<file path="src/hw/rtl/gnms_pkg.sv">
// Shared types, constants and the angle quantizer for gradient non-maximum suppression.
package gnms_pkg;

  localparam int DefaultMaxWidth   = 2048;
  localparam int DefaultQueueDepth = 4;

  localparam int RegAddrW = 3;
  localparam logic [11:0] WidthReset  = 12'd640;
  localparam logic [11:0] HeightReset = 12'd480;

  // angle thresholds in half-degree units
  localparam logic [9:0] AngFullTurn = 10'd720;
  localparam logic [9:0] AngHalfTurn = 10'd360;
  localparam logic [9:0] AngBound22  = 10'd45;
  localparam logic [9:0] AngBound67  = 10'd135;
  localparam logic [9:0] AngBound112 = 10'd225;
  localparam logic [9:0] AngBound157 = 10'd315;

  typedef enum logic [0:0] {
    REG_FRAME_WIDTH  = 1'b0,
    REG_FRAME_HEIGHT = 1'b1
  } reg_index_t;

  typedef enum logic [1:0] {
    DIR_0   = 2'd0,
    DIR_45  = 2'd1,
    DIR_90  = 2'd2,
    DIR_135 = 2'd3
  } dir_class_t;

  typedef struct packed {
    logic [15:0] grad_magnitude;
    logic [9:0]  angle_half_deg;
  } gnms_in_t;

  typedef struct packed {
    logic [15:0] kept_magnitude;
    logic [1:0]  direction_class;
    logic        frame_last;
  } gnms_out_t;

  // one candidate pixel: centre, its two neighbors along the direction, flags
  typedef struct packed {
    logic [15:0] centre;
    logic [15:0] prior;
    logic [15:0] after;
    dir_class_t  dir;
    logic        border;
    logic        last;
  } gnms_cand_t;

  typedef struct packed {
    logic [11:0] frame_width;
    logic [11:0] frame_height;
    logic        restart;
  } gnms_cfg_t;

  // fold modulo 180 degrees, then quantize to four classes
  function automatic dir_class_t quantize_angle(input logic [9:0] angle);
    logic [9:0] folded;
    dir_class_t cls;
    if (angle >= AngFullTurn) begin
      folded = angle - AngFullTurn;
    end else if (angle >= AngHalfTurn) begin
      folded = angle - AngHalfTurn;
    end else begin
      folded = angle;
    end
    if (folded < AngBound22 || folded >= AngBound157) begin
      cls = DIR_0;
    end else if (folded < AngBound67) begin
      cls = DIR_45;
    end else if (folded < AngBound112) begin
      cls = DIR_90;
    end else begin
      cls = DIR_135;
    end
    return cls;
  endfunction

endpackage

</file>
<file path="src/hw/rtl/gnms_back.sv">
// Back end: local-maximum compare and the output register.
module gnms_back (
  input  logic                 clk,
  input  logic                 rst,
  input  logic                 q_valid,
  input  gnms_pkg::gnms_cand_t q_data,
  output logic                 q_pop,
  output logic                 out_valid,
  input  logic                 out_ready,
  output gnms_pkg::gnms_out_t  out_data
);

  logic        keep;
  logic [15:0] kept;

  assign keep  = !q_data.border && (q_data.centre >= q_data.prior)
                 && (q_data.centre >= q_data.after);
  assign kept  = keep ? q_data.centre : 16'd0;
  assign q_pop = q_valid && (!out_valid || out_ready);

  always_ff @(posedge clk) begin
    if (rst) begin
      out_valid <= 1'b0;
    end else if (q_pop) begin
      out_valid <= 1'b1;
    end else if (out_ready) begin
      out_valid <= 1'b0;
    end
  end

  always_ff @(posedge clk) begin
    if (q_pop) begin
      out_data.kept_magnitude  <= kept;
      out_data.direction_class <= q_data.dir;
      out_data.frame_last      <= q_data.last;
    end
  end

endmodule

</file>
<file path="config.mk">
export PLATFORM = sky130hd
export DESIGN_NAME = gnms_back
export DESIGN_NICKNAME = d
export VERILOG_FILES = /design/src/hw/rtl/gnms_pkg.sv /design/src/hw/rtl/gnms_back.sv
export SDC_FILE = /design/constraint.sdc
export NUM_CORES = 1
export LEC_CHECK = 0
export BUFFER_PORTS_ARGS = -buffer_cell sky130_fd_sc_hd__buf_2
export CAP_MARGIN = 20
export CELL_PAD_IN_SITES_DETAIL_PLACEMENT = 1
export CELL_PAD_IN_SITES_GLOBAL_PLACEMENT = 1
export CORE_MARGIN = 10
export CORE_UTILIZATION = 30
export CTS_CLUSTER_SIZE = 25
export DETAILED_ROUTE_END_ITERATION = 7
export GPL_TIMING_DRIVEN = 0
export PLACE_DENSITY = 0.87
export SYNTH_ARGS = -nofsm -noshare
export SYNTH_HDL_FRONTEND = slang
export SYNTH_SLANG_ARGS = --single-unit
</file>
<file path="constraint.sdc">
create_clock -name clk -period 2 [get_ports clk]
set_input_delay 0 -clock clk [delete_from_list [all_inputs] [get_ports clk]]
set_output_delay 0 -clock clk [all_outputs]
set_load 0.03 [all_outputs]
</file>
; ---- Word level (Yosys, flattened, before mapping)
; Cells that the tools add are included.
; Widths: inputs -> output; s select.
[totals]
register_bits = 20
latch_bits = 0
ram_bits = 0
romBits = 0
input_bits = 56
output_inout_bits = 21
word_cells = 15
memories = 0
[classes]
add_sub_neg = 0
multipliers = 0
n_div = 0
order_cmp = 2
eq_ne = 0
n_shift = 0
muxes = 2
bitwise_logic = 0
reduce_logical = 7
[op_table]
columns = op, count
row1 = $ge 16x16->1, 2
row2 = $logic_and 1x1->1, 3
row3 = $logic_not 1->1, 2
row4 = $mux 1, 2
row5 = $reduce_bool 2->1, 1
row6 = $logic_or 1x1->1, 1

; ---- Longest topological paths before layout
; Gate-level depths: netlist of the first run.
[depth]
word_depth = 4
depth_mapped = 8

; ---- Worst setup path before layout of the first run
; OpenSTA, ideal clock, no wires.
[synth_timing]
path_type = flip-flop to flip-flop
from = reg out_valid
to = reg out_data[0] in the netlist's numbering (enable)
setup_ns = 0.456
arrival_ns = 2.497
required_ns = 1.544
slack_ns = -0.953
stages_incl_launch_ff = 2
path_buffers = 0
synth_period_minus_slack_ns = 2.953
path_cell_list = dfxtp_1 -> a21boi_0
[synth_via]
elab_chain_cells = 3
[synth_lines]
columns = element, line_no
row1 = start: declaration, gnms_back.sv:8  ; output logic out_valid,
row2 = start signal: assignment, gnms_back.sv:23  ; out_valid <= 1'b0;
row3 = start signal: assignment, gnms_back.sv:25  ; out_valid <= 1'b1;
row4 = start signal: assignment, gnms_back.sv:27  ; out_valid <= 1'b0;
row5 = $logic_not 1->1, gnms_back.sv:19  ; assign q_pop = q_valid && (!out_valid || out_ready);
row6 = $logic_or 1x1->1, gnms_back.sv:19
row7 = $logic_and 1x1->1, gnms_back.sv:19
row8 = net q_pop, gnms_back.sv:7  ; output logic q_pop,
row9 = end: declaration, gnms_back.sv:10  ; output gnms_pkg::gnms_out_t out_data
; The timed path passes the listed nets, and every way through them passes these cells.
; A chain may end at the register's enable or synchronous reset.

; ---- Final worst setup path of the first run
[layout_timing]
from = in q_data[6] in the netlist's numbering
to = reg out_data[15] in the netlist's numbering, data pin
[layout_via]
elab_chain_cells = 2
[layout_lines]
columns = element, line_no
row1 = start: declaration, gnms_back.sv:6  ; input gnms_pkg::gnms_cand_t q_data,
row2 = $ge 16x16->1, gnms_back.sv:17  ; && (q_data.centre >= q_data.after);
row3 = $logic_and 1x1->1, gnms_back.sv:17
; No other way between the ends.

==> results of run 1 <==
stage by stage:
step	power (uW)	hold WS (ns)	util	setup TNS, ns	std cells
final	1260	0.139	0.427	0	307
after global routing	1340	0.143	0.427	0	307
after CTS	1280	0.134	0.424	0	306
after detailed placement	866	0.166	0.400	-0.691	297
after global placement	849	0.161	0.400	-0.387	297
after floorplan	726	0.0724	-	0	151
critical path: stages:
cell and delay, ns:
buf_2 0.08, inv_1 0.03, ha_1 0.29, a211o_1 0.29
a31oi_1 0.20, o221ai_2 0.16, a211oi_4 0.44, buf_6 0.21
nor3b_1 0.07
worst paths after layout:
check / startpoint / endpoint / slack, ns / depth (start not counted)
worst max-delay path: q_data[6] / out_data[15]$_SDFFCE_PN0P_ / 0.23 / 9
worst min-delay path: q_data[38] / out_data[5]$_SDFFCE_PN0P_ / 0.14 / 2
worst max register to register: out_valid$_SDFFE_PP0P_ / out_data[11]$_SDFFCE_PN0P_ / 0.79 / 2
worst min register to register: out_valid$_SDFFE_PP0P_ / out_data[2]$_DFFE_PP_ / 0.67 / 1
sequential cells by signal, summed over array words and instances (netlist names):
| name | count |
|---|---|
| out_data | 19 |
| out_valid | 1 |
synthesized netlist by cell type:
library cell	count
nand4_1	3
edfxtp_1	19
buf_6	1
a31oi_1	1
nand2_1	7
ha_1	32
o21a_1	2
or3_1	1
nand2b_1	2
a211o_1	1
o2bb2ai_1	1
o221ai_2	1
o21ai_0	3
dfxtp_1	1
a21oi_1	12
o21ai_1	1
a31oi_2	1
nand3_1	1
a21o_1	2
a21boi_0	1
nor4_1	1
a211oi_4	1
nor2_1	4
nor3b_1	15
buf_4	1
inv_1	32
nor3_1	1
a211oi_1	1
o211ai_1	1
a2111oi_2	1
layout make-up:
type / count / area, sq um / area share
well taps: 70 / 87.6 / 0.0405
inverters: 32 / 120 / 0.0555
plain buffers: 2 / 18.8 / 0.00867
clock inverters: 1 / 30.0 / 0.0139
repair buffers: 82 / 445 / 0.206
flip-flops and latches: 20 / 591 / 0.273
clock buffers: 3 / 41.3 / 0.0191
multi-input cells: 97 / 831 / 0.384
report_power, final:
part,leakage (uW),switching (uW),internal [uW]
combinational,0.000878,214,153
sequential,0.000196,6.91,487
clock,0.0000357,134,267
routing by layer:
layer | global-route usage | vias up | share of wire
met2 | 0.198 | 42 | 0.51
met5 | 0 | - | 0
met1 | 0.117 | 640 | 0.41
li1 | - | 712 | -
met3 | 0.0473 | 0 | 0.081
met4 | 0.00771 | 0 | 0
cell families after synthesis:
family | Yosys count
compound gates | 30
flops | 20
buf+inv | 34
simple gates | 35
fa+ha+maj | 32
repair_timing:
item	4_1_cts	5_1_grt
endpoints found under the hold margin	4	0
setup endpoints to repair	0	0
hold buffers	5	0
==> results.md, run 1 <==
- The most common cell after layout, fill and taps aside is buf_2.
- Post-CTS repair changed the size of 0 cells.
- At the end of routability-driven placement, the weighted congestion stood at 0.761.
- In this run the static leakage power is 0.00111 uW.
- The clock tree from TritonCTS is yes.
- Entering global routing, the biggest net connects 21 pins.
- The final cell area excluding filler cells is 0.00216 sq mm.
- Setup repair after global routing left no endpoint under its margin.
- The peak clock frequency supported by timing is 566 MHz.
- The fraction of layout cells with a size suffix above 1 is 0.371.
- The normalized max-slew margin is 0.712.
- In this run the deepest clock path goes through 2 buffers.
- The net count of the finished layout is 326.
- The average cell area after synthesis is 10.3 sq um.
- The largest family of logic cells by synthesized area is adder cells.
- Dividing the detail-routed via count by the number of cells gives 4.54.
- The via count of the first global-routing pass is 1,567.
- For the worst-skew pair, the clock arrives at the later sink with an insertion delay of 0.26 ns.
- The total area inside the core boundary comes to 0.00507 sq mm.
- Across all setup checks in the final design, the least slack found is 0.233 ns.
- Measured along the x axis, the die boundary spans 92.0 um.
- The global-route wire length before repair is 7.49 mm.
- The area share of the leading cell type in the synthesized netlist is 0.367.
- Synthesis inferred 20 register bits.
- The placement-stage cell area is 0.00203 sq mm.
- The clock skew is 0.00873 ns.
- The final count of hold timing violations was 0.
- The initialized floorplan defines 26 standard-cell rows.
- The root buffer cell is clkbuf_8.
- The clock period minus worst slack is 1.77 ns.
- The die outline height is 92.0 um.
- The synthesized-area fraction occupied by xor and xnor cells is 0.
- For this design the top-level I/O count stands at 77.
- The path category of the worst min-delay check is input pin to flop.
- The die area is 0.00847 sq mm.
- The clock drives 20 sinks.
- By area the synthesized netlist is led by edfxtp_1 37%, ha_1 26%, inv_1 7.7%.
- The combined global-route utilization of all metal layers is 0.108.
- Counting every net in the synthesized netlist gives 239.
- Setup violations remaining at the end of the flow were counted as 0.
- The filler cells instantiated in the layout total 628.
- The critical path is of the input pin to flop type.
- The synthesized instance count is 151.
- Of the synthesized area, sequential elements account for 0.379.
- Summed over all layers, the routed wires come to 4.74 mm.
- In the routed design, unresolved DRC markers number 0.
- After detailed routing, the average wire length per cell comes to 15.4 um.
- The power per cell area is 583 mW/mm^2.
- The synthesized netlist occupies a cell area of 0.00156 sq mm.
- The pre-CTS setup slack is -0.0792 ns.
- Input and output buffers added on the ports amount to 76.
- The most area-hungry cell type in the Yosys netlist is edfxtp_1.
- Summed over all nets, the half-perimeter wirelength after detailed placement is 4.07 mm.
- STA puts the critical path data required time at 2.02 ns.
- STA classifies the critical path endpoint as a flop.
- After global routing the overflow that remains totals 0.
- In this run the number of H-tree levels came out at 1.
- In this run the worst path has a maximum fanout of 10.
- The number of clock buffers added by TritonCTS is 3.
- The first detailed-routing pass ran for 4 iterations.
- Of the total synthesized cell area, the portion taken by full adders, half adders and majority gates is 0.257.
- For this run, the number of Yosys warnings is 0.
- The library cells used most frequently in the layout, excluding fill and tap cells, are 76 x buf_2, 32 x inv_1, 32 x ha_1, 19 x edfxtp_1, 15 x nor3b_1.
- After clock tree synthesis, the setup repair step added 0 buffers.
- IR analysis of the VDD net gives a maximum drop of 0.000466 V.
- The final antenna-violating net count is 0.
- At the pin with the least slew margin, the transition time is 0.430 ns.
- Of the total synthesized cell area, the portion taken by AND, OR, NAND and NOR gates is 0.133.
- The data arrival time at the worst-slack endpoint is 1.78 ns.
- After the first detailed-routing iteration, the DRC count stood at 44.
- The run finished with clean final reports.
- The proportion of synthesized area in mux cells is 0.
- The final max-slew violation count came to 0.
- Max-cap violations in this run came to 0.
- After clock tree synthesis, the clock-pin slew on the worst setup and hold paths is 0.08 ns.
- The kind of start point of the critical path is an input pin.
- The number of antenna violations at the first check in global routing is 0.
- The number of antenna diodes in the final layout is 0.
- The synthesized-area fraction occupied by ao, oa, aoi and oai cells came to 0.141.
- The number of distinct standard cells referenced by the synthesized netlist is 30.
- For this configuration, the core starts out at a cell density of 0.307.
- From synthesis to final layout, the design area changed by 39.1%.
- The overall via count from detail_route is 1,394.
- Of the available clock period, the critical path in the final layout requires 0.883.
No activity file was read; power rests on OpenSTA's default activity.
==> run 2: changes to the inputs <==
--- a/config.mk
+++ b/config.mk
@@ -11,10 +11,9 @@
 export CELL_PAD_IN_SITES_GLOBAL_PLACEMENT = 1
 export CORE_MARGIN = 10
 export CORE_UTILIZATION = 30
-export CTS_CLUSTER_SIZE = 25
 export DETAILED_ROUTE_END_ITERATION = 7
 export GPL_TIMING_DRIVEN = 0
-export PLACE_DENSITY = 0.87
+export PLACE_DENSITY = 0.75
 export SYNTH_ARGS = -nofsm -noshare
 export SYNTH_HDL_FRONTEND = slang
 export SYNTH_SLANG_ARGS = --single-unit
==> run 2 against run 1 <==
Net effect: core utilization unchanged; worst hold slack improved by 0.017 ns; non-clock buffer count unchanged; final cell count did not move; register-to-register slack improved by 0.06 ns; sequential power is essentially flat; power down 0.49%; global-route usage barely moved; via count increased by 0.14%; sequential share of layout area unchanged; largest power group unchanged.
==> results.md, run 2 (synthesized netlist as in run 1, its figures left out) <==
- The flow ran to the end, and the final reports show no timing, DRC or antenna violations.
- The reported max-cap violation count is 0.
- The buffers plus inverters on the worst setup path is 2.
- The worst setup path is launched from an input pin.
- In the routed design, unresolved DRC markers number 0.
- Buffers inserted to repair hold after CTS numbered 5.
- The core box area is 0.00507 sq mm.
- The cell sitting at the root of the clock tree is a clkbuf_8.
- The floorplan step set the die height to 92.0 um.
- The clock tree from TritonCTS is yes.
- The clock network latency to the later pin of the worst-skew pair is 0.25 ns.
- The startpoint identified for the worst hold timing path is q_data[50].
- The wire-length estimate of the detail-placed layout is 3.85 mm.
- In this run the deepest clock path goes through 2 buffers.
- IR analysis of the VDD net gives a maximum drop of 0.000562 V.
- Row generation in the floorplan step produced 26 rows.
- The first detailed-routing pass ran for 3 iterations.
- On the critical path, the stage with the largest delay is an instance of a211oi_4.
- The final count of hold timing violations is 0.
- 0 antenna diodes ended up in the layout.
- The depth of the most critical reg-to-reg path is 3.
- In this design, the stage delay of the slowest critical-path cell is 0.44 ns.
- At the end of the flow, the number of nets in the layout was 326.
- The via count of the first global-routing pass is 1,535.
- The completed layout was analyzed and its total power is 1260 uW.
- The total CTS buffers is 3.
- Summed over all cells, the static leakage comes to 0.00111 uW.
- The average wire per standard cell is 15.1 um.
- The aggregate negative setup slack is 0 ns.
- For this design, the sink count on the clock tree is 20.
- After detailed routing, the total wire length is 4.62 mm.
- The register with the highest flop count is out_data.
- The top fanout value on the critical path is 10.
- The path category of the worst min-delay check is input pin to flop.
- The cell family contributing the most delay on the critical path is compound AO/OA/AOI/OAI gates.
- Leaving out fill and tap cells, the most frequent cells in the layout are 76 x buf_2, 32 x inv_1, 32 x ha_1, 19 x edfxtp_1, 15 x nor3b_1.
- The initial utilization of the core area, before any placement, comes to 0.307.
- The detailed router placed 1,396 vias in this run.
- Setup repair after global routing left no endpoint under its margin.
- The number of ports placed on the die boundary is 77.
- The average via count per standard cell is 4.55.
- The data arrival time at the worst-slack endpoint is 1.78 ns.
- Power spread over the standard cell area amounts to 581 mW/mm^2.
- After clock tree synthesis, the clock-pin slew on the worst setup and hold paths is 0.07 ns.
- The combined global-route utilization of all metal layers is 0.108.
- The count of input and output buffers is 76.
- The register with the most flip-flops in the layout has 19 of them.
- The first routing iteration left 24 violations.
- The area growth from synthesis to layout is 39.1%.
- Of the cells placed in the final design, the portion with a size suffix greater than 1 is 0.371.
- The placer's final routability congestion estimate is 0.721.
- The die area is 0.00847 sq mm.
- The first global-routing pass estimated 7.46 mm of wire.
- For the worst setup path, the data required time is 2.01 ns.
- STA classifies the critical path endpoint as a flop.
- The critical path in this run is classified as input pin to flop.
- The clock period minus worst slack is 1.77 ns.
- The final antenna-violating net count is 0.
- In this run, post-CTS repair resized a total of 0 instances.
- In this run the register-to-register setup slack is 0.85 ns.
- The critical path goes through buf_2 -> ha_1 -> a211o_1 -> a31oi_1 -> o221ai_2 -> a211oi_4 -> buf_6 -> nor3b_1.
- In this run the critical register-to-register path is captured at out_valid$_SDFFE_PP0P_.
- Setup violations remaining at the end of the flow were counted as 0.
- The final max-slew violation count is 0.
- For the pin with the worst max-slew slack, the measured transition is 0.431 ns.
- The path with the worst hold slack has its endpoint at out_data[17]$_SDFFCE_PN0P_.
- The normalized max-slew margin is 0.712.
- The sum of overflow across all layers after global routing is 0.
- The largest registers in the layout are out_data (19), out_valid (1).
- The number of antenna violations at the first check in global routing was 0.
- The buffer count from post-CTS setup fixing is 0.
- Measured on the finished design, the core utilization comes to 0.427.
- Of the available clock period, the critical path in the final layout requires 0.887.
- The number of stages on the worst hold path is 2.
- The worst register-to-register path begins at out_valid$_SDFFE_PP0P_.
- For the final database, setup skew stands at 0.00467 ns.
- Based on the critical path, the design can be clocked at up to 563 MHz.
- The most common cell after layout, fill and taps aside is buf_2.
- The pin count of the biggest net entering global routing is 21.
- From left edge to right edge, the die measures 92.0 um.
- CTS built an H-tree with a depth of 1.
run 2: cell counts in the layout (fill, tap and decap cells not counted):
Identical to the previous run, type by type.
run 2: worst register-to-register path, stage by stage, from the launching register on:
cell and delay (ns):
dfxtp_1 0.33, a21oi_1 0.12, nor2_1 0.05, dlygate4sd3_1 0.54
run 2: worst max path at each step:
stage	from	endpoint	slack [ns]	cells past startpoint
2_1_floorplan	out_valid$_SDFFE_PP0P_	out_data[0]$_DFFE_PP_	0.30	1
3_3_place_gp	q_data[36]	out_data[12]$_SDFFCE_PN0P_	-0.09	9
3_5_place_dp	q_data[38]	out_data[4]$_SDFFCE_PN0P_	-0.08	8
4_1_cts	out_valid$_SDFFE_PP0P_	q_pop	0.16	2
5_1_grt	q_data[36]	out_data[12]$_SDFFCE_PN0P_	0.07	9
6_report	q_data[38]	out_data[13]$_SDFFCE_PN0P_	0.23	8
run 2: power by group:
group          internal, uW  switching (uW)
clock network           267             128
logic                   153             214
registers               487            6.98
run 2: final cells by class:
cell class,count,area [sq um]
Multi-Input combinational cell,97,831
Clock inverter,1,30.0
Tap cell,70,87.6
Clock buffer,3,41.3
Fill cell,614,2910
Timing Repair Buffer,82,445
Inverter,32,120
Buffer,2,18.8
Sequential cell,20,591
run 2: stage by stage:
stage | instances | area (sq um) | hold slack, ns | setup WS (ns)
after floorplan | 151 | 1560 | 0.0724 | 0.301
after global placement | 297 | 2030 | 0.162 | -0.0870
after detailed placement | 297 | 2030 | 0.162 | -0.0790
after CTS | 306 | 2150 | 0.150 | 0.160
after global routing | 307 | 2160 | 0.144 | 0.0674
final | 307 | 2160 | 0.156 | 0.225
run 2: per-layer routing:
metal,part of all wire,vias to the layer above,track usage
li1,-,711,-
met1,0.43,641,0.124
met2,0.51,42,0.198
met3,0.059,2,0.0367
met4,0.00087,0,0.00771
met5,0,-,0
