==> src/hw/rtl/gnms_pkg.sv <==
// Shared types, constants and the angle quantizer for gradient non-maximum suppression.
package gnms_pkg;

  localparam int DefaultMaxWidth   = 2048;
  localparam int DefaultQueueDepth = 4;

  localparam int RegAddrW = 3;
  localparam logic [11:0] WidthReset  = 12'd640;
  localparam logic [11:0] HeightReset = 12'd480;

  // angle thresholds in half-degree units
  localparam logic [9:0] AngFullTurn = 10'd720;
  localparam logic [9:0] AngHalfTurn = 10'd360;
  localparam logic [9:0] AngBound22  = 10'd45;
  localparam logic [9:0] AngBound67  = 10'd135;
  localparam logic [9:0] AngBound112 = 10'd225;
  localparam logic [9:0] AngBound157 = 10'd315;

  typedef enum logic [0:0] {
    REG_FRAME_WIDTH  = 1'b0,
    REG_FRAME_HEIGHT = 1'b1
  } reg_index_t;

  typedef enum logic [1:0] {
    DIR_0   = 2'd0,
    DIR_45  = 2'd1,
    DIR_90  = 2'd2,
    DIR_135 = 2'd3
  } dir_class_t;

  typedef struct packed {
    logic [15:0] grad_magnitude;
    logic [9:0]  angle_half_deg;
  } gnms_in_t;

  typedef struct packed {
    logic [15:0] kept_magnitude;
    logic [1:0]  direction_class;
    logic        frame_last;
  } gnms_out_t;

  // one candidate pixel: centre, its two neighbors along the direction, flags
  typedef struct packed {
    logic [15:0] centre;
    logic [15:0] prior;
    logic [15:0] after;
    dir_class_t  dir;
    logic        border;
    logic        last;
  } gnms_cand_t;

  typedef struct packed {
    logic [11:0] frame_width;
    logic [11:0] frame_height;
    logic        restart;
  } gnms_cfg_t;

  // fold modulo 180 degrees, then quantize to four classes
  function automatic dir_class_t quantize_angle(input logic [9:0] angle);
    logic [9:0] folded;
    dir_class_t cls;
    if (angle >= AngFullTurn) begin
      folded = angle - AngFullTurn;
    end else if (angle >= AngHalfTurn) begin
      folded = angle - AngHalfTurn;
    end else begin
      folded = angle;
    end
    if (folded < AngBound22 || folded >= AngBound157) begin
      cls = DIR_0;
    end else if (folded < AngBound67) begin
      cls = DIR_45;
    end else if (folded < AngBound112) begin
      cls = DIR_90;
    end else begin
      cls = DIR_135;
    end
    return cls;
  endfunction

endpackage

==> src/hw/rtl/gnms_queue.sv <==
// Short candidate queue between the front end and the back end.
module gnms_queue #(
  parameter int Depth = gnms_pkg::DefaultQueueDepth
) (
  input  logic                       clk,
  input  logic                       rst,
  input  logic                       push,
  input  gnms_pkg::gnms_cand_t       push_data,
  input  logic                       pop,
  output logic                       pop_valid,
  output gnms_pkg::gnms_cand_t       pop_data,
  output logic [$clog2(Depth+1)-1:0] level
);

  localparam int PW = $clog2(Depth);
  localparam int LW = $clog2(Depth + 1);
  localparam logic [PW-1:0] LastIdx = PW'(Depth - 1);

  gnms_pkg::gnms_cand_t slots [Depth];
  logic [PW-1:0] wr_ptr;
  logic [PW-1:0] rd_ptr;

  assign pop_valid = (level != '0);
  assign pop_data  = slots[rd_ptr];

  always_ff @(posedge clk) begin
    if (rst) begin
      wr_ptr <= '0;
      rd_ptr <= '0;
      level  <= '0;
    end else begin
      if (push) begin
        wr_ptr <= (wr_ptr == LastIdx) ? '0 : wr_ptr + PW'(1);
      end
      if (pop) begin
        rd_ptr <= (rd_ptr == LastIdx) ? '0 : rd_ptr + PW'(1);
      end
      if (push && !pop) begin
        level <= level + LW'(1);
      end else if (pop && !push) begin
        level <= level - LW'(1);
      end
    end
  end

  always_ff @(posedge clk) begin
    if (push) begin
      slots[wr_ptr] <= push_data;
    end
  end

endmodule

==> config.mk <==
export PLATFORM = sky130hd
export DESIGN_NAME = gnms_queue
export DESIGN_NICKNAME = d
export VERILOG_FILES = /design/src/hw/rtl/gnms_pkg.sv /design/src/hw/rtl/gnms_queue.sv
export SDC_FILE = /design/constraint.sdc
export NUM_CORES = 1
export LEC_CHECK = 0
export ABC_AREA = 0
export BUFFER_PORTS_ARGS = -buffer_cell sky130_fd_sc_hd__buf_2
export CAP_MARGIN = 20
export CORE_ASPECT_RATIO = 0.5
export CORE_MARGIN = 10
export CORE_UTILIZATION = 61
export CTS_CLUSTER_SIZE = 28
export DETAILED_ROUTE_END_ITERATION = 10
export PLACE_DENSITY = 0.84
export SETUP_SLACK_MARGIN = 0.2
export SLEW_MARGIN = 10
export SYNTH_ARGS = -nofsm -noshare
export SYNTH_HDL_FRONTEND = slang
export SYNTH_SLANG_ARGS = --single-unit
==> constraint.sdc <==
create_clock -name clk -period 6.9 [get_ports clk]
set_clock_uncertainty 0.2 [all_clocks]
set_input_delay 0 -clock clk [delete_from_list [all_inputs] [get_ports clk]]
set_output_delay 0 -clock clk [all_outputs]
set_load 0.1 [all_outputs]
-- After elaboration in Yosys (flattened, before gate mapping)
Memory sizes are Yosys's and may differ from the RTL's. A register that Yosys moved wholly into a read port is not among the register bits.
Cells that the tools add are included.
- add/sub/neg operators: 4
- equality and inequality tests: 2
- multiplexer cells: 8
- reduce and logical (&&, ||, !) cells: 6
- operators by type and width (cell ; count):
    $mux W2 ; 4
    $mux W3 ; 2
    $add A2 B1 Y2 const B ; 2
    $eq A2 B2 Y1 const B ; 2
    $add A3 B1 Y3 const B ; 1
    $reduce_bool A3 Y1 ; 1
    $sub A3 B1 Y3 const B ; 1
    $logic_and A1 B1 Y1 ; 2
    $logic_not A1 Y1 ; 2
    $mux W1 ; 2
    $reduce_bool A2 Y1 ; 1
- register bits: 7
- memory bits (writable): 208
- input port bits: 56
- output and inout port bits: 56
- logic and storage cells: 24
- memories kept: 1
- memory list (name ; words ; bits a word ; read ports ; clocked after memory_dff ; wr ports ; line ; text):
    slots ; 4 ; 52 ; 1 ; 1 ; 1 ; gnms_queue.sv:19 ; gnms_pkg::gnms_cand_t slots [Depth];

-- Depth between registers and ports, before layout
Gate-level depths: netlist of the first run.
- word-level depth: 4
- gate-level depth with buffers: 7
- depth with buffers taken out: 7

-- Least setup slack after synthesis of the first run
Ideal clock, no wire load.
- kind: flip-flop to flip-flop
- from: register wr_ptr[0]
- to: memory slots[3][0] (netlist name) (enable)
- library setup time: 0.415 ns
- arrival time: 1.788 ns
- data required time: 6.285 ns
- path slack: 4.497 ns
- stages on the path, launching flop included: 3
- buffers on the path: 0
- period minus slack after synthesis: 2.403 ns
- cell sequence: dfxtp_1 > ha_1 > and2_1
- RTL lines (what ; line ; text):
    start: declaration ; gnms_queue.sv:20 ; logic [PW-1:0] wr_ptr;
    start signal: assignment ; gnms_queue.sv:33 ; wr_ptr <= (wr_ptr == LastIdx) ? '0 : wr_ptr + PW'(1);
    end: declaration ; gnms_queue.sv:19 ;
Straight into the memory's write port.

==> results of run 1 <==
## synthesized netlist by cell type
cell type and count:
edfxtp_1 208, mux4_2 50, dfxtp_1 9, ha_1 6, nor2_1 6, buf_12 5, buf_2 5, inv_1 5
and2_1 4, a21oi_1 3, mux2i_1 3, mux4_1 2, nor3b_1 2, or3_1 2, xor2_1 2, buf_6 1
clkbuf_1 1, fa_1 1, o21ai_0 1
## power groups by stage
stage	sequential (W)	clock (W)	combinational (W)
2_1_floorplan	0.00156	0	0.000439
3_3_place_gp	0.00156	0	0.000525
3_5_place_dp	0.00156	0	0.000530
4_1_cts	0.00154	0.000936	0.000559
5_1_grt	0.00153	0.000987	0.000590
6_report	0.00153	0.000921	0.000568
## area by class of cell
cell class	instances	area [sq um]
clock buffer	24	494
clock inverter	8	32.5
fill	678	2930
inverter	5	18.8
multi-input combinational	82	1420
sequential	217	6430
tap	170	213
timing repair buffer	174	1190
## flip-flops by register name (all words and copies together) (netlist names), named ones only
| name | cells |
|---|---|
| wr_ptr | 2 |
| slots | 208 |
| rd_ptr | 2 |
| level | 3 |
## metal layers
metal,wire length (um),vias up
met5,0,-
met4,299,0
met3,871,21
met2,8470,116
met1,5890,1988
li1,-,1701
## through the flow
step | hold WS (ps) | setup WS, ps
after floorplan | -131 | 4500
after global placement | 12.5 | 4620
after detailed placement | 14.7 | 4620
after CTS | 59.8 | 4100
after global routing | 80.1 | 4060
final | 75.2 | 4210
## kinds of logic (layout without fill, tap and decap cells)
family,count (synthesis),in the layout
flip-flops,217,217
multiplexers,55,55
buffers and inverters,17,211
AND/OR/NAND/NOR,14,14
adder cells (fa/ha/maj),7,7
AO/OA/AOI/OAI,4,4
XOR/XNOR,2,2
## worst paths after layout
check               startpoint            to
setup / recovery     flip-flop  pop_data[49]
hold / removal    push_data[3]   slots[3][3]
setup reg to reg     wr_ptr[0]   slots[2][9]
hold reg to reg      rd_ptr[1]     flip-flop
==> impl_metrics.py, run 1 <==
metrics = {
    "sta": {
        "final.setup.tns_ps": 0,
        "maxSlewHeadroom_pct": 48.1,
        "final_hold_viol_count": 0,
        "clock.fmax_mhz": 371,
        "finalCritPeriodShare_pct": 39.1,
        "maxSlewViolCount": 0,
        "tightest_slew_ps": 779,
        "finalCriticalPeriod_ps": 2690,
        "setup_viol": 0,
        "rsz0062_at_grt": "false",
    },
    "grt": {
        "top_usage_layer": "met2",
        "grt_util_met1_pct": 20.3,
        "grt_first_pass_wirelength_um": 23900,
        "overflow": 0,
        "grt_max_degree": 53,
        "antenna_found_initial": 0,
        "grtUsageMet3_pct": 3.73,
        "grtUsageTotal_pct": 16.7,
        "grt_pass1_vias": 4166,
        "globalRouteMet2Util_pct": 29.9,
    },
    "critical_path": {
        "path_buf_inv": 2,
        "worst_ep_arrival_time_ps": 2490,
        "path_cells": "buf_4 > mux4_2 > buf_2",
        "slowest_delay_ps": 760,
        "worst_path_max_delay_cell": "dfxtp_2",
        "path_class": "reg2out",
        "setup.worst_path.end_class": "primary output",
        "cp.depth": 3,
        "ff2ff_path_depth": 4,
        "path_max_fanout": 27,
        "r2r_slack_ps": 4670,
        "critical_path_required_ps": 6700,
        "critPathTopFamily": "buffers and inverters",
        "startpoint_type": "flip-flop",
    },
    "route": {
        "wl_um": 15500,
        "route.antenna.remaining_nets": 0,
        "post_drt_via_cell_ratio": 5.63,
        "vias": 3826,
        "wl_per_cell_um": 22.8,
        "drt-pass1-iter-count": 4,
        "drtIter0Drc": 295,
        "drcViolationCount": 0,
    },
    "power": {
        "ir_drop_v": 0.000254,
        "total_power_w": 0.00301,
        "p_int_w": 0.00214,
        "switching_share_pct": 29.1,
        "seq_power_share_pct": 50.6,
        "power.density_nw_per_um2": 308,
        "leakage_nw": 3.39,
        "combPwrFrac_pct": 18.8,
        "clkPwrFrac_pct": 30.5,
        "power.switching_w": 0.000878,
    },
    "clock_network": {
        "hold_buffers": 57,
        "cts-resized-gates": 0,
        "clk_path_buf_depth": 3,
        "root_buffer": "clkbuf_16",
        "tritoncts": "done",
        "cts_max_level": 1,
        "clkTransAtPathRegs_ps": 70,
        "clk-insertion-delay-late_ps": 470,
        "numCtsBuffers": 18,
        "post_cts_buffers": 0,
        "cts_sinks": 217,
    },
    "floorplan": {
        "die_w_um": 182,
        "die_area_sq_um": 18400,
        "ios": 112,
        "die_h_um": 101,
        "core_area_sq_um": 12700,
        "fp-row-count": 29,
        "initial_core_util_pct": 62.8,
    },
    "place": {
        "io_buffers": 111,
        "dp.cells": 590,
        "dp_hpwl_um": 8710,
        "place.gp.congestion": 0.690,
        "place_area_sq_um": 8680,
    },
    "synthesis": {
        "synthMuxAreaShare_pct": 15.1,
        "yosys.area_share.simple_pct": 0.938,
        "synth-compound-area-share_pct": 0.250,
        "synth_xor_area_share_pct": 0.219,
        "seq_area_frac_synth_pct": 80.3,
        "netlist_area_sq_um": 8000,
        "yosysTopAreaCell": "edfxtp_1",
        "synth-seq-cells": 217,
        "synth.top_cell.area_share_pct": 78.1,
        "syn_nets": 379,
        "synth_area_leaders": "edfxtp_1 (78%), mux4_2 (14%), dfxtp_1 (2.3%), buf_12 (1.3%), ha_1 (0.94%)",
        "ys_warn_count": 0,
        "synth_area_per_cell_sq_um": 25.3,
        "synth_cell_types": 19,
        "synth_fa_ha_area_share_pct": 1.19,
        "synthCells": 316,
        "synth_top_family_by_area": "multiplexers",
    },
    "finish": {
        "mostFrequentLayoutCell": "edfxtp_1",
        "fin_area_sq_um": 9800,
        "fin_cells": 680,
        "n_antenna_cell": 0,
        "utilization_pct": 77.0,
        "nets": 561,
        "area_delta_synth_final_pct": 22.5,
        "mostFrequentLayoutCells": "edfxtp_1 (208), buf_2 (111), dlygate4sd3_1 (57)",
        "drive_above_1_share_pct": 38.0,
    },
    "worst_hold_path": {
        "min_path_type": "in2reg",
        "holdPathStages": 2,
    },
    "run_status": {
        "outcome": "finished, final reports clean",
    },
    "run": {
        "drv_cap": 0,
    },
}
No activity file was read; power rests on OpenSTA's default activity.
==> run 2, diff against run 1 <==
--- a/config.mk
+++ b/config.mk
@@ -10,10 +10,10 @@
 export CAP_MARGIN = 20
 export CORE_ASPECT_RATIO = 0.5
 export CORE_MARGIN = 10
-export CORE_UTILIZATION = 61
+export CORE_UTILIZATION = 51
 export CTS_CLUSTER_SIZE = 28
 export DETAILED_ROUTE_END_ITERATION = 10
-export PLACE_DENSITY = 0.84
+export PLACE_DENSITY = 0.75
 export SETUP_SLACK_MARGIN = 0.2
 export SLEW_MARGIN = 10
 export SYNTH_ARGS = -nofsm -noshare
==> constraint.sdc (replaced) <==
create_clock -name clk -period 2.45 [get_ports clk]
set_clock_uncertainty 0.2 [all_clocks]
set_input_delay 0 -clock clk [delete_from_list [all_inputs] [get_ports clk]]
set_output_delay 0 -clock clk [all_outputs]
set_load 0.1 [all_outputs]
==> run 2 against run 1 <==
Against the previous run: cell count grew 7.6%; global-route usage down 2.0 points; largest cell class unchanged; clock power rose to 3.3 times the previous value; die area increased by 16%; non-clock buffer count is 13 higher; critical endpoint is now pop_data[35]; worst hold slack worse by 4.3 ps.
==> impl_metrics.py, run 2 (synthesized netlist as in run 1, its figures left out) <==
metrics = {
    "route": {
        "post_drt_via_cell_ratio": 5.27,
        "drcViolationCount": 0,
        "drtIter0Drc": 190,
        "route.antenna.remaining_nets": 0,
        "vias": 3857,
        "drt-pass1-iter-count": 4,
        "wl_per_cell_um": 21.2,
        "wl_um": 15500,
    },
    "clock_network": {
        "cts_sinks": 217,
        "clk-insertion-delay-late_ps": 480,
        "cts_max_level": 1,
        "tritoncts": "done",
        "clkTransAtPathRegs_ps": 60,
        "root_buffer": "clkbuf_16",
        "numCtsBuffers": 20,
        "clk_path_buf_depth": 3,
    },
    "run": {
        "drv_cap": 0,
    },
    "grt": {
        "grt_first_pass_wirelength_um": 24400,
        "overflow": 0,
        "antenna_found_initial": 1,
        "grt_pass1_vias": 4263,
        "grt_max_degree": 33,
        "grtUsageTotal_pct": 14.7,
    },
    "place": {
        "io_buffers": 111,
        "place.gp.congestion": 0.693,
        "dp.cells": 632,
        "dp_hpwl_um": 9380,
    },
    "sta": {
        "maxSlewHeadroom_pct": 65.9,
        "final_hold_viol_count": 0,
        "rsz0062_at_grt": "true",
        "tightest_slew_ps": 512,
        "final.setup.tns_ps": 0,
        "finalCritPeriodShare_pct": 88.8,
        "setup_viol": 0,
        "clock.fmax_mhz": 460,
        "finalCriticalPeriod_ps": 2180,
        "maxSlewViolCount": 0,
    },
    "critical_path": {
        "setup.worst_path.end_class": "primary output",
        "ff2ff_path_depth": 5,
        "path_max_fanout": 8,
        "startpoint_type": "flip-flop",
        "critical_path_required_ps": 2250,
        "worst_ep_arrival_time_ps": 1980,
        "path_class": "reg2out",
    },
    "floorplan": {
        "die_area_sq_um": 21400,
        "die_h_um": 109,
        "die_w_um": 197,
        "ios": 112,
        "core_area_sq_um": 15400,
        "fp-row-count": 32,
        "initial_core_util_pct": 52.0,
    },
    "run_status": {
        "outcome": "finished, final reports clean",
    },
    "finish": {
        "fin_cells": 732,
        "area_delta_synth_final_pct": 26.7,
        "multi_input_area_sq_um": 1430,
        "nets": 576,
        "top_register": "slots",
        "drive_above_1_share_pct": 40.2,
        "largest_reg_flops": 208,
        "nFillCells": 1014,
        "regArea_sq_um": 6430,
        "reg_top3": "slots: 208 flops, level: 3 flops",
        "mostFrequentLayoutCells": "edfxtp_1 (208), buf_2 (96), dlygate4sd3_1 (61)",
        "mostFrequentLayoutCell": "edfxtp_1",
        "utilization_pct": 65.9,
    },
    "power": {
        "total_power_w": 0.00899,
        "power.density_nw_per_um2": 887,
        "ir_drop_v": 0.000563,
        "leakage_nw": 3.53,
    },
    "worst_hold_path": {
        "holdPathStages": 2,
        "min_path_type": "in2reg",
    },
}
-- run 2: layout make-up --
type	count	area share (%)
sequential	217	63.5
multi-input combinational	82	14.1
timing repair buffer	187	13.4
clock buffer	25	5.33
tap	204	2.52
clock inverter	11	1.01
inverter	5	0.185
antenna	1	0.0247
-- run 2: through the flow --
stage / hold slack (ps) / worst slack (ps) / instance area [sq um]
6_report: 70.9 / 274 / 10100
3_3_place_gp: 13.6 / 533 / 8820
3_5_place_dp: 16.6 / 510 / 8820
4_1_cts: 49.5 / 210 / 10100
2_1_floorplan: -131 / 362 / 8010
5_1_grt: 65.8 / 194 / 10100
-- run 2: layer usage --
| layer | part of all wire (%) | GRT usage [%] | up-vias |
|---|---|---|---|
| met2 | 53 | 26.5 | 76 |
| met4 | 1.6 | 3.33 | 0 |
| met1 | 42 | 18.3 | 2028 |
| met5 | 0 | 0 | - |
| met3 | 3.2 | 2.76 | 20 |
| li1 | - | - | 1733 |
-- run 2: critical path, cell delays in order, from the launching register on --
cell     delay [ps]
dfxtp_4         400
buf_4           230
mux4_1          600
buf_4           260
-- run 2: final timing paths --
path                  endpoint  slack [ps]     startpoint
setup / recovery  pop_data[35]         270      flip-flop
hold / removal    slots[0][47]          70  push_data[47]
setup reg to reg      level[2]         310       level[0]
hold reg to reg      wr_ptr[1]         350      wr_ptr[1]
-- run 2: timing repair --
action,4_1_cts,5_1_grt
hold endpoints to repair,217,0
hold buffers,61,0
setup buffers,2,0
resized for setup,1,24
setup endpoints to repair,41,21
-- run 2: report_power, final --
part	leakage [nW]	total, W	internal [W]	switching, W
registers	1.99	0.00428	0.00423	0.0000545
logic	1.23	0.00167	0.000415	0.00125
clock network	0.316	0.00304	0.00178	0.00126
total	3.53	0.00899	0.00642	0.00257
==> run 3, diff against run 2 <==
--- a/config.mk
+++ b/config.mk
@@ -13,7 +13,7 @@
 export CORE_UTILIZATION = 51
 export CTS_CLUSTER_SIZE = 28
 export DETAILED_ROUTE_END_ITERATION = 10
-export PLACE_DENSITY = 0.75
+export PLACE_DENSITY_LB_ADDON = 0.05
 export SETUP_SLACK_MARGIN = 0.2
 export SLEW_MARGIN = 10
 export SYNTH_ARGS = -nofsm -noshare
==> run 3 against run 2 <==
Against the previous run: critical path depth unchanged; worst hold slack worse by 17 ps; register-to-register slack worse by 60 ps; die area unchanged; flip-flop and latch count unchanged; sequential power about the same; largest cell class unchanged; highest routed layer unchanged; via count down 1.0%; critical endpoint is now pop_data[9]; non-clock buffer count unchanged.
==> impl_metrics.py, run 3 (synthesized netlist as in run 1, its figures left out) <==
metrics = {
    "worst_hold_path": {
        "holdPathStages": 7,
        "min_path_type": "in2reg",
    },
    "sta": {
        "setup_viol": 0,
        "finalCriticalPeriod_ps": 2220,
        "final_hold_viol_count": 0,
        "maxSlewHeadroom_pct": 67.3,
        "clock.fmax_mhz": 450,
        "final.setup.tns_ps": 0,
        "maxSlewViolCount": 0,
        "finalCritPeriodShare_pct": 90.6,
        "tightest_slew_ps": 494,
        "rsz0062_at_grt": "true",
    },
    "route": {
        "post_drt_via_cell_ratio": 5.24,
        "route.antenna.remaining_nets": 0,
        "vias": 3818,
        "wl_per_cell_um": 21.1,
        "wl_um": 15400,
        "drtIter0Drc": 148,
        "drcViolationCount": 0,
        "drt-pass1-iter-count": 4,
    },
    "critical_path": {
        "ff2ff_path_depth": 5,
        "path_class": "reg2out",
        "setup.worst_path.end_class": "primary output",
        "startpoint_type": "flip-flop",
        "worst_ep_arrival_time_ps": 2020,
        "critical_path_required_ps": 2250,
        "path_max_fanout": 11,
    },
    "grt": {
        "grt_max_degree": 44,
        "overflow": 0,
        "antenna_found_initial": 1,
        "grt_pass1_vias": 4333,
        "grt_first_pass_wirelength_um": 24000,
        "grtUsageTotal_pct": 14.5,
    },
    "floorplan": {
        "initial_core_util_pct": 52.0,
        "fp-row-count": 32,
        "ios": 112,
        "die_w_um": 197,
        "die_h_um": 109,
        "die_area_sq_um": 21400,
        "core_area_sq_um": 15400,
    },
    "finish": {
        "top_register": "slots",
        "area_delta_synth_final_pct": 28.2,
        "reg_top3": "slots: 208 flops, level: 3 flops",
        "largest_reg_flops": 208,
        "drive_above_1_share_pct": 40.5,
        "mostFrequentLayoutCells": "edfxtp_1 (208), buf_2 (68), dlygate4sd3_1 (60)",
        "fin_area_sq_um": 10300,
        "mostFrequentLayoutCell": "edfxtp_1",
        "nets": 575,
    },
    "clock_network": {
        "root_buffer": "clkbuf_16",
        "tritoncts": "done",
        "clk_path_buf_depth": 3,
        "numCtsBuffers": 19,
        "clk-insertion-delay-late_ps": 480,
        "cts_sinks": 217,
        "cts_max_level": 1,
        "clkTransAtPathRegs_ps": 60,
    },
    "run": {
        "drv_cap": 0,
    },
    "place": {
        "place_area_sq_um": 8860,
        "dp_hpwl_um": 9430,
        "io_buffers": 111,
        "place.gp.congestion": 0.761,
    },
    "power": {
        "leakage_nw": 3.56,
        "power.density_nw_per_um2": 875,
        "ir_drop_v": 0.000529,
    },
    "run_status": {
        "outcome": "finished, final reports clean",
    },
}
## run 3: power by group
part | leakage [nW] | internal [W] | switching, W
Sequential | 1.99 | 0.00423 | 0.0000572
Clock | 0.308 | 0.00177 | 0.00122
Combinational | 1.27 | 0.000461 | 0.00125
## run 3: layout make-up
type                    count  area, sq um
flip-flops and latches    217         6430
fillers                  1031         5110
repair buffers            187         1500
multi-input cells          82         1420
clock buffers              27          547
well taps                 204          255
clock inverters             6         78.8
inverters                   5         18.8
diodes                      1         2.50
## run 3: critical path, cell delays in order, from the launching register on
cell and delay [ps]:
dfxtp_4 490, buf_4 230, mux4_2 520, clkbuf_4 300
## run 3: repair_timing
action                                  4_1_cts  5_1_grt
hold buffers                                 58        3
endpoints found under the setup margin       41       42
gates cloned                                  0        1
hold endpoints to repair                    217        4
resized for setup                            14       33
buffers inserted                              5        0
## run 3: path summary, 6_finish.rpt
kind	start	endpoint	slack [ps]
max	flip-flop	pop_data[9]	230
min	pop	level[1]	50
max reg2reg	level[0]	level[2]	250
min reg2reg	level[1]	level[1]	370
## run 3: routing by layer
layer | part of all wire (%) | track usage, %
met1 | 43 | 17.8
met2 | 50 | 25.6
met3 | 5.5 | 3.72
met4 | 1.7 | 3.27
met5 | 0 | 0
## run 3: stage by stage
stage / hold slack (ps) / setup slack [ps] / util, % / power (W) / cells
floorplan: -131 / 362 / - / 0.00564 / 316
global placement: 9.35 / 569 / 57.6 / 0.00591 / 629
detailed placement: 17.5 / 547 / 57.6 / 0.00594 / 629
CTS: 57.2 / 152 / 65.9 / 0.00903 / 725
global route: 74.4 / 149 / 66.7 / 0.00927 / 729
finish: 53.5 / 230 / 66.7 / 0.00898 / 729
